### src/sv/pfde_pkg.sv
// Shared codes, widths and controller/datapath interface types of the draw engine.
package pfde_pkg;

  // Command codes carried in the mode field
  localparam logic [2:0] MODE_CLEAR = 3'd0;
  localparam logic [2:0] MODE_CHAR  = 3'd1;
  localparam logic [2:0] MODE_HLINE = 3'd2;
  localparam logic [2:0] MODE_VLINE = 3'd3;
  localparam logic [2:0] MODE_LOAD  = 3'd4;
  localparam logic [2:0] MODE_READ  = 3'd5;

  // First printable character code of the font
  localparam logic [7:0] FIRST_CHAR = 8'd32;

  // Working widths: column (up to x + 254), page, frame address, font address
  localparam int CW  = 9;
  localparam int PW  = 5;
  localparam int AXW = 14;
  localparam int FAW = 13;

  // Register index of invert_glyphs on the configuration port
  localparam logic REG_INVERT = 1'b0;

  typedef struct packed {
    logic start;       // latch a new transaction
    logic sweep_step;  // write zero at the sweep address and advance
    logic font_rd;     // read the current glyph column byte
    logic adv_glyph;   // skip to the next glyph column
    logic adv;         // advance past the current merge target
    logic frame_rd;    // read the frame byte of the current target
    logic frame_wr;    // write back the merged byte
    logic set_bad;     // flag an out-of-range access
    logic rd_cap;      // capture read data for the result
    logic load_out;    // load the result register
  } pfde_cmd_t;

  typedef struct packed {
    logic [2:0] mode;
    logic       empty;
    logic       glyph_ok;
    logic       glyph_last;
    logic       tgt_bad;
    logic       tgt_skip;
    logic       last;
    logic       next_font;
    logic       sweep_last;
    logic       out_busy;
  } pfde_stat_t;

endpackage

### src/sv/pfde_ctrl.sv
// Sequencing state machine of the draw engine.
module pfde_ctrl
  import pfde_pkg::*;
(
  input  logic       clk,
  input  logic       rst_n,
  input  logic       in_fire,
  output logic       in_ready,
  input  pfde_stat_t st,
  output pfde_cmd_t  cmd
);

  localparam logic [2:0] S_INIT  = 3'd0;
  localparam logic [2:0] S_IDLE  = 3'd1;
  localparam logic [2:0] S_DISP  = 3'd2;
  localparam logic [2:0] S_SWEEP = 3'd3;
  localparam logic [2:0] S_FONT  = 3'd4;
  localparam logic [2:0] S_MCHK  = 3'd5;
  localparam logic [2:0] S_MWR   = 3'd6;
  localparam logic [2:0] S_DONE  = 3'd7;

  logic [2:0] state_r, state_nxt;
  logic [2:0] after_adv;

  assign in_ready = (state_r == S_IDLE);

  // Pick the step that follows an advance
  always_comb begin
    if (st.last) begin
      after_adv = S_DONE;
    end else if (st.next_font) begin
      after_adv = S_FONT;
    end else begin
      after_adv = S_MCHK;
    end
  end

  always_comb begin
    state_nxt = state_r;
    cmd       = '0;
    case (state_r)
      S_INIT: begin
        cmd.sweep_step = 1'b1;
        if (st.sweep_last) state_nxt = S_IDLE;
      end
      S_IDLE: begin
        if (in_fire) begin
          cmd.start = 1'b1;
          state_nxt = S_DISP;
        end
      end
      S_DISP: begin
        case (st.mode)
          MODE_CLEAR: state_nxt = S_SWEEP;
          MODE_CHAR:  state_nxt = S_FONT;
          MODE_HLINE, MODE_VLINE: state_nxt = st.empty ? S_DONE : S_MCHK;
          MODE_READ:  state_nxt = S_MCHK;
          default:    state_nxt = S_DONE;
        endcase
      end
      S_SWEEP: begin
        cmd.sweep_step = 1'b1;
        if (st.sweep_last) state_nxt = S_DONE;
      end
      S_FONT: begin
        if (st.glyph_ok) begin
          cmd.font_rd = 1'b1;
          state_nxt   = S_MCHK;
        end else begin
          cmd.set_bad   = 1'b1;
          cmd.adv_glyph = 1'b1;
          state_nxt     = st.glyph_last ? S_DONE : S_FONT;
        end
      end
      S_MCHK: begin
        // An empty row mask touches nothing, so it never counts as out of range
        if (st.tgt_skip) begin
          cmd.adv   = 1'b1;
          state_nxt = after_adv;
        end else if (st.tgt_bad) begin
          cmd.set_bad = 1'b1;
          if (st.mode == MODE_READ) begin
            state_nxt = S_DONE;
          end else begin
            cmd.adv   = 1'b1;
            state_nxt = after_adv;
          end
        end else begin
          cmd.frame_rd = 1'b1;
          state_nxt    = S_MWR;
        end
      end
      S_MWR: begin
        if (st.mode == MODE_READ) begin
          cmd.rd_cap = 1'b1;
          state_nxt  = S_DONE;
        end else begin
          cmd.frame_wr = 1'b1;
          cmd.adv      = 1'b1;
          state_nxt    = after_adv;
        end
      end
      S_DONE: begin
        if (!st.out_busy) begin
          cmd.load_out = 1'b1;
          state_nxt    = S_IDLE;
        end
      end
      default: state_nxt = S_IDLE;
    endcase
  end

  always_ff @(posedge clk) begin
    if (!rst_n) begin
      state_r <= S_INIT;
    end else begin
      state_r <= state_nxt;
    end
  end

endmodule

### config.mk
export PLATFORM = sky130hd
export DESIGN_NAME = pfde_ctrl
export DESIGN_NICKNAME = d
export VERILOG_FILES = /design/src/sv/pfde_pkg.sv /design/src/sv/pfde_ctrl.sv
export SDC_FILE = /design/constraint.sdc
export NUM_CORES = 1
export LEC_CHECK = 0
export ABC_AREA = 1
export BUFFER_PORTS_ARGS = -buffer_cell sky130_fd_sc_hd__buf_2
export CAP_MARGIN = 20
export CORE_AREA = 2 2 39 41
export DETAILED_ROUTE_END_ITERATION = 8
export DIE_AREA = 0 0 41 43
export GPL_TIMING_DRIVEN = 0
export PLACE_DENSITY = 0.71
export SYNTH_ARGS = -nofsm -noshare
export SYNTH_HDL_FRONTEND = slang
export SYNTH_SLANG_ARGS = --single-unit
### constraint.sdc
create_clock -name clk -period 1.4 [get_ports clk]
set_input_delay 0.07 -clock clk [delete_from_list [all_inputs] [get_ports clk]]
set_output_delay 0.07 -clock clk [all_outputs]
set_load 0.02 [all_outputs]
======== Word-level counts from Yosys, hierarchy flattened ========
Index checks and enable logic that the tools add are counted.
cells by class
  $add $sub $neg .......................... 0
  multiply operators ...................... 0
  div/mod/pow operators ................... 0
  magnitude comparators ................... 0
  eq/ne operators ......................... 15
  shifts and indexed selects .............. 0
  multiplexer cells ....................... 35
  bitwise operators ....................... 0
  reduce and logical (&&, ||, !) cells .... 5
operators with widths
  kind                  count
  $pmux W3 S8           1
  $mux W3               7
  $mux W1               19
  $eq A3 B3 Y1 const B  5
  $eq A3 B2 Y1 const B  4
  $pmux W3 S4           1
  $mux W2               5
  $ne A2 B2 Y1 const B  4
  $eq A3 B1 Y1 const B  2
  $logic_not A3 Y1      2
  $pmux W1 S2           2
  $reduce_and A4 Y1     1
  $reduce_or A2 Y1      2
storage, ports and cells
  register bits after elaboration ......... 3
  latch bits .............................. 0
  RAM bits ................................ 0
  memory bits (read-only) ................. 0
  memories ................................ 0

======== Logic depth before layout (Yosys ltp) ========
Gate-level depths: netlist (run 1).
  depth after elaboration ................. 6
  depth in mapped cells ................... 8
  depth with buffers taken out ............ 8

======== Worst setup path before layout (run 1) ========
OpenSTA, ideal clock, no wires.
  path kind ............................... register to output
  start point ............................. register state_r[0]
  end point ............................... output cmd[2] in the netlist's numbering
  arrival ................................. 1.178 ns
  path slack .............................. 0.152 ns
  cell stages (with the launch flop) ...... 5
  path buffers ............................ 0
  cell sequence ........................... dfxtp_1 nor2_1 nand2_1 nor2_1 a31o_2
RTL lines
  element                 line              text
  from (decl)             pfde_ctrl.sv:22   logic [2:0] state_r, state_nxt;
  from (signal assigned)  pfde_ctrl.sv:117  state_r <= state_nxt;
  to (decl)               pfde_ctrl.sv:10   output pfde_cmd_t cmd

==> results.txt, run 1 <==
----------------------------------------------------
[Outcome]
  Outcome ... completed

[Synth]
  Most repeated cell in the gate-level netlist after synthesis ... nand2_1
  Net count after synthesis ... 97
  Top-area cell type share of the netlist area ... 15.8%
  Most used standard cells in the synthesized netlist ... 18 x nand2_1, 17 x nor2_1, 10 x inv_1, 7 x nand3_1, 6 x a21oi_1
  Main flop type after synthesis ... dfxtp_1
  Synth Area per Inst ... 5.20 µm²
  Number of synthesized register bits ... 3
  Warnings, synthesis ... 0
  Post-synthesis cell area ... 427 µm²
  Post-synthesis cell count ... 82
  Yosys cell types ... 18
  Most area-hungry cell type in the Yosys netlist ... nand2_1
  Top area cells in the synthesized netlist ... nand2_1 16%, nor2_1 15%, dfxtp_1 14%
  Proportion of synthesized flip-flops having asynchronous set or reset ... 0%
  Number of synthesized flops with an enable pin ... 0
  Portion of the post-synthesis area used by sequential elements ... 14.1%

[Drt]
  Drt first pass iters ... 4
  WL/cell ... 8.73 µm
  Number of routed nets with antenna violations ... 0
  Detailed-route via count ... 602
  Via density per instance ... 4.74
  Number of DRC markers after the initial detailed-route iteration ... 10
  WL final ... 1.11 mm
  Final routed DRC violation total ... 0

[Floorplanning]
  Die X-Extent ... 41 µm
  Die Outline Area ... 1760 µm²
  Starting density of the core ... 30.8%
  I/O pins ... 26
  Overall die height ... 43 µm
  Area of the placeable core ... 1380 µm²
  Number of rows in the core area ... 14

[Global route]
  Tot GR Track Use ... 14.3%
  Global-route wire length before repair ... 1.79 mm
  Antenna violations before repair ... 0
  Grt total ovfl ... 0
  Vias in the first global route ... 488
  Pin count of the biggest net entering global routing ... 9

[Timing]
  Fin crit share ... 94.8%
  Fmax ... 754 MHz
  Number of failing hold endpoints at the final stage ... 0
  Transition time at the pin with the least slew margin ... 257 ps
  Setup TNS after final layout ... 0 ps
  Final setup fails ... 0
  Setup WS post-layout ... 73.3 ps
  Layout Skew ... 2.69 ps
  Unrepaired setup endpoints after global routing ... no
  Final period demand of the worst path ... 1330 ps
  Worst slew margin relative to its limit ... 82.8%
  Max-slew violations ... 0

[Flow run]
  # Max-Cap Violations ... 0

[Place]
  Routability cong. ... 0.849
  Post-placement setup slack ... 171 ps
  IO buf count ... 25
  HPWL after DPL ... 958 µm
  # placed instances ... 123

[Power and ir drop]
  Share of total power in the clock network ... 15.3%
  Fraction of power spent switching nets ... 52.2%
  Share of power burned in registers ... 20.9%
  Pwr dens ... 1520 nW/µm²
  Share of total power in combinational logic ... 63.7%
  Total chip power ... 0.000948 W
  Switching power ... 0.000495 W
  Lkg Pwr ... 0.334 nW
  VDD IR-drop max ... 0.000735 V
  Internal power ... 0.000453 W

[Finish]
  Layout cell share with drive strength beyond 1 ... 40.5%
  Area added between synthesis and finish ... 46.0%
  Total of fill cells in the finished design ... 152
  Largest register FFs ... 3
  Number of antenna repair diodes ... 0
  Largest register by flop count ... state_r
  Biggest regs ... state_r (3)
  Non-filler cells, final ... 127
  Net count reported at finish ... 127

[Critical path]
  Critical path data arrival time ... 1260 ps
  Data required, critical path ... 1330 ps
  CP startpoint kind ... flip-flop
  Highest net fanout along the worst path ... 5
  Type of element capturing the critical path ... output port
  WS Path Type ... flip-flop to output port

[CTS]
  Cell at the root of the clock tree ... clkbuf_4
  Number of CTS-inserted buffers ... 3
  Buffers inserted by post-CTS timing repair ... 0
  CTS tree ... done
  Sink count of the clock tree ... 3
  Hold_buf cts ... 0
  Total number of H-tree levels ... 1
  Worst skew pair latency ... 230 ps
  Clock edge transition at the registers on the reported setup and hold paths ... 40 ps
  Bufs on Longest Clock Path ... 2

[Worst hold path]
  Hold Crit Class ... input pin to flip-flop

----------------------------------------------------
cell families (layout without fill, tap and decap cells):
| kind of cell | after synthesis | after routing | share of synthesized area, % |
|---|---|---|---|
| flops | 3 | 3 | 14.1 |
| compound gates | 13 | 13 | 17.6 |
| buf+inv | 13 | 42 | 12.0 |
| simple gates | 53 | 53 | 56.3 |
cells in the final DEF, fill, tap and decap left out:
| cell type | netlist | routed |
|---|---|---|
| nor2_1 | 17 | 16 |
| buf_2 | 0 | 23 |
| o21ai_0 | 4 | 4 |
| inv_4 | 1 | 1 |
| nor2_4 | 1 | 2 |
| nand2_1 | 18 | 17 |
| nor2_2 | 2 | 2 |
| dfxtp_2 | 0 | 2 |
| clkbuf_4 | 0 | 3 |
| buf_4 | 0 | 2 |
| dfxtp_4 | 0 | 1 |
| nand3_1 | 7 | 7 |
| nor3_1 | 4 | 4 |
| o21ai_2 | 1 | 1 |
| clkinv_1 | 1 | 1 |
| nand2_4 | 1 | 1 |
| inv_2 | 1 | 1 |
| a21oi_2 | 0 | 1 |
| a31o_2 | 1 | 1 |
| clkbuf_1 | 0 | 1 |
| nand2_2 | 3 | 4 |
| a21oi_1 | 6 | 5 |
| o211ai_1 | 1 | 1 |
| inv_1 | 10 | 10 |
path summary, 6_finish.rpt:
kind,start,to,slack (ps),depth (start not counted)
worst max-delay path,state_r[0],cmd[5],70,6
worst min-delay path,rst_n,state_r[1],90,3
worst max register to register,state_r[1],state_r[1],260,8
worst min register to register,state_r[1],state_r[1],530,2
layer usage:
metal	share of wire, %	wire length (µm)	GRT usage [%]	vias up
li1	-	-	-	321
met1	45	494	18.2	267
met2	51	564	23.1	14
met3	4.5	50	1.57	0
met4	0	0	6.00	0
met5	0	0	0	-
metrics by stage:
step	area, µm²	hold WS (ps)	utilization, %
5_1_grt	623	94.4	45.0
6_report	623	85.0	45.0
3_5_place_dp	572	328	41.3
2_1_floorplan	427	202	-
4_1_cts	601	84.7	43.4
3_3_place_gp	572	327	41.3
power by group through the flow:
stage	registers (W)	clock network, W	logic (W)
2_1_floorplan	0.000174	0	0.000444
3_3_place_gp	0.000184	0	0.000582
3_5_place_dp	0.000186	0	0.000591
4_1_cts	0.000189	0.000153	0.000593
5_1_grt	0.000207	0.000160	0.000687
6_report	0.000198	0.000145	0.000604
area by class of cell:
| cell class | count | area [µm²] | share of cell area [%] |
|---|---|---|---|
| tap | 16 | 20.0 | 3.21 |
| sequential | 3 | 66.3 | 10.6 |
| multi-input combinational | 66 | 329 | 52.8 |
| clock buffer | 4 | 26.3 | 4.22 |
| timing repair buffer | 25 | 130 | 20.9 |
| inverter | 13 | 51.3 | 8.23 |
critical path, stage by stage (launching register included):
cell     delay [ps]
dfxtp_2         350
inv_1            80
nand2_1         100
nor2_4          150
nand2_2          70
a21oi_2         140
buf_4           150
timing repair:
action	4_1_cts	5_1_grt
gates resized for setup	2	8
setup endpoints to repair	3	3
pin swaps	0	1
(Power assumes the default switching activity.)
==> inputs of run 2 (changes only) <==
Settings changed: CORE_AREA 2 2 39 41 to default, CORE_MARGIN from default to 2, CORE_UTILIZATION from default to 25, DIE_AREA 0 0 41 43 to default, PLACE_DENSITY 0.71 to 0.6.
==> results.txt, run 2 (same netlist as run 1, synthesis figures left out) <==
----------------------------------------------------
[Place]
  HPWL after DPL ... 957 µm (was 958 µm)
  Cell Area, Placed ... 572 µm² (unchanged)
  Routability cong. ... 0.776 (was 0.849)
  IO buf count ... 25 (unchanged)

[Drt]
  Via density per instance ... 4.69 (was 4.74)
  Detailed-route via count ... 595 (was 602)
  Number of DRC markers after the initial detailed-route iteration ... 7 (was 10)
  Final routed DRC violation total ... 0 (unchanged)
  WL final ... 1.15 mm (was 1.11 mm)
  Drt first pass iters ... 4 (unchanged)
  WL/cell ... 9.05 µm (was 8.73 µm)
  Number of routed nets with antenna violations ... 0 (unchanged)

[Global route]
  Tot GR Track Use ... 12.8% (was 14.3%)
  Vias in the first global route ... 534 (was 488)
  Global-route wire length before repair ... 1.99 mm (was 1.79 mm)
  Grt total ovfl ... 0 (unchanged)
  Pin count of the biggest net entering global routing ... 9 (unchanged)
  Antenna violations before repair ... 0 (unchanged)

[Power and ir drop]
  Internal power ... 0.000455 W (was 0.000453 W)
  VDD IR-drop max ... 0.000514 V (was 0.000735 V)
  Total chip power ... 0.000961 W (was 0.000948 W)
  Share of total power in combinational logic ... 63.2% (was 63.7%)
  Fraction of power spent switching nets ... 52.6% (was 52.2%)
  Switching power ... 0.000506 W (was 0.000495 W)
  Lkg Pwr ... 0.333 nW (was 0.334 nW)
  Share of total power in the clock network ... 15.7% (was 15.3%)
  Share of power burned in registers ... 21.0% (was 20.9%)
  Pwr dens ... 1550 nW/µm² (was 1520 nW/µm²)

[Timing]
  Max-slew violations ... 0 (unchanged)
  Transition time at the pin with the least slew margin ... 228 ps (was 257 ps)
  Worst slew margin relative to its limit ... 84.8% (was 82.8%)
  Layout Skew ... 1.70 ps (was 2.69 ps)
  Final period demand of the worst path ... 1320 ps (was 1330 ps)
  Number of failing hold endpoints at the final stage ... 0 (unchanged)
  Setup TNS after final layout ... 0 ps (unchanged)
  Fmax ... 757 MHz (was 754 MHz)
  Final setup fails ... 0 (unchanged)
  Final hold slack ... 89.2 ps (was 85.0 ps)
  Fin crit share ... 94.4% (was 94.8%)

[Floorplanning]
  Die Outline Area ... 2050 µm² (was 1760 µm²)
  Area of the placeable core ... 1560 µm² (was 1380 µm²)
  Starting density of the core ... 27.4% (was 30.8%)
  I/O pins ... 26 (unchanged)
  Overall die height ... 45.3 µm (was 43 µm)
  Number of rows in the core area ... 14 (unchanged)
  Die X-Extent ... 45.3 µm (was 41 µm)

[Critical path]
  Slowest cell delay on critical path ... 350 ps (about the same)
  Highest net fanout along the worst path ... 5 (unchanged)
  Top delay family on crit path ... flip-flops (unchanged)
  Type of element capturing the critical path ... output port (unchanged)
  Critical Path Slowest Stage Cell ... dfxtp_2 (unchanged)
  CP startpoint kind ... flip-flop (unchanged)
  Top cell by count, worst path ... nand2_1
  Crit path cell chain ... inv_1 > nand2_1 > nor2_4 > nand2_1 > a21oi_1 > buf_4 (was inv_1 > nand2_1 > nor2_4 > nand2_2 > a21oi_2 > buf_4)
  Data required, critical path ... 1330 ps (about the same)
  WS Path Type ... flip-flop to output port (unchanged)
  Critical path data arrival time ... 1250 ps (was 1260 ps)
  Crit path buffers/inverters ... 2 (unchanged)

[Outcome]
  Outcome ... completed (unchanged)

[Finish]
  Most common library cell in the layout ignoring fill and taps ... buf_2 (unchanged)
  Largest register FFs ... 3 (unchanged)
  Total of fill cells in the finished design ... 185 (was 152)
  Final cell area excluding filler cells ... 619 µm² (was 623 µm²)
  Area added between synthesis and finish ... 45.2% (was 46.0%)
  Final core utilization ... 39.7% (was 45.0%)
  Layout cell share with drive strength beyond 1 ... 40.5% (unchanged)
  Net count reported at finish ... 127 (unchanged)
  Biggest regs ... state_r (3) (unchanged)
  Leading cell types in the layout, fill and taps excluded ... 24 x buf_2, 17 x nand2_1, 15 x nor2_1 (was 23 x buf_2, 17 x nand2_1, 16 x nor2_1)
  Number of antenna repair diodes ... 0 (unchanged)
  Largest register by flop count ... state_r (unchanged)

[Flow run]
  # Max-Cap Violations ... 0 (unchanged)

[CTS]
  Bufs on Longest Clock Path ... 2 (unchanged)
  Sink count of the clock tree ... 3 (unchanged)
  Total number of H-tree levels ... 1 (unchanged)
  CTS tree ... done (unchanged)
  Clock edge transition at the registers on the reported setup and hold paths ... 40 ps (about the same)
  Number of CTS-inserted buffers ... 3 (unchanged)
  Cell at the root of the clock tree ... clkbuf_4 (unchanged)
  Worst skew pair latency ... 230 ps (about the same)

[Worst hold path]
  Hold Crit Class ... input pin to flip-flop (unchanged)

----------------------------------------------------
==> run 2: area by class of cell <==
| class | count | area [µm²] | share of cell area (%) |
|---|---|---|---|
| multi-input combinational | 66 | 328 | 52.9 |
| timing repair buffer | 25 | 128 | 20.6 |
| sequential | 3 | 66.3 | 10.7 |
| inverter | 13 | 51.3 | 8.28 |
| clock buffer | 4 | 26.3 | 4.24 |
| tap | 16 | 20.0 | 3.23 |
==> run 2: repair_timing <==
| item | in CTS | in global routing |
|---|---|---|
| buffers inserted | 0 | 0 |
| resized for setup | 2 | 7 |
| pin swaps | 0 | 0 |
| hold buffers | 0 | 0 |
| hold endpoints to repair | 0 | 0 |
| endpoints found under the setup margin | 3 | 4 |
==> run 2: stage by stage <==
step	cells	setup slack (ps)
4_1_cts	127	14.9
6_report	127	78.8
3_3_place_gp	123	180
3_5_place_dp	123	180
2_1_floorplan	82	152
5_1_grt	127	-8.06
==> run 2: final timing paths <==
path / depth (start not counted) / slack (ps) / end / from
worst max-delay path: 6 / 80 / cmd[5] / state_r[0]
worst min-delay path: 3 / 90 / state_r[2] / rst_n
worst max register to register: 8 / 260 / state_r[1] / state_r[1]
worst min register to register: 2 / 540 / state_r[1] / state_r[1]
==> run 2: per-layer routing <==
layer,vias up,wire length [µm],global-route usage [%]
li1,319,-,-
met1,258,557,15.7
met2,18,527,21.7
met3,0,64,3.60
met4,0,0,3.53
met5,-,0,0
==> run 2: power by group through the flow <==
stage	clock [W]	combinational (W)	sequential, W
floorplan	0	0.000444	0.000174
global placement	0	0.000584	0.000187
detailed placement	0	0.000586	0.000187
CTS	0.000160	0.000588	0.000191
global route	0.000170	0.000691	0.000212
finish	0.000151	0.000607	0.000202
==> run 2: worst min-delay path: cells and delay by family <==
kind | cells | cell delay (ps)
buf+inv | 2 | 160
compound gates | 1 | 40
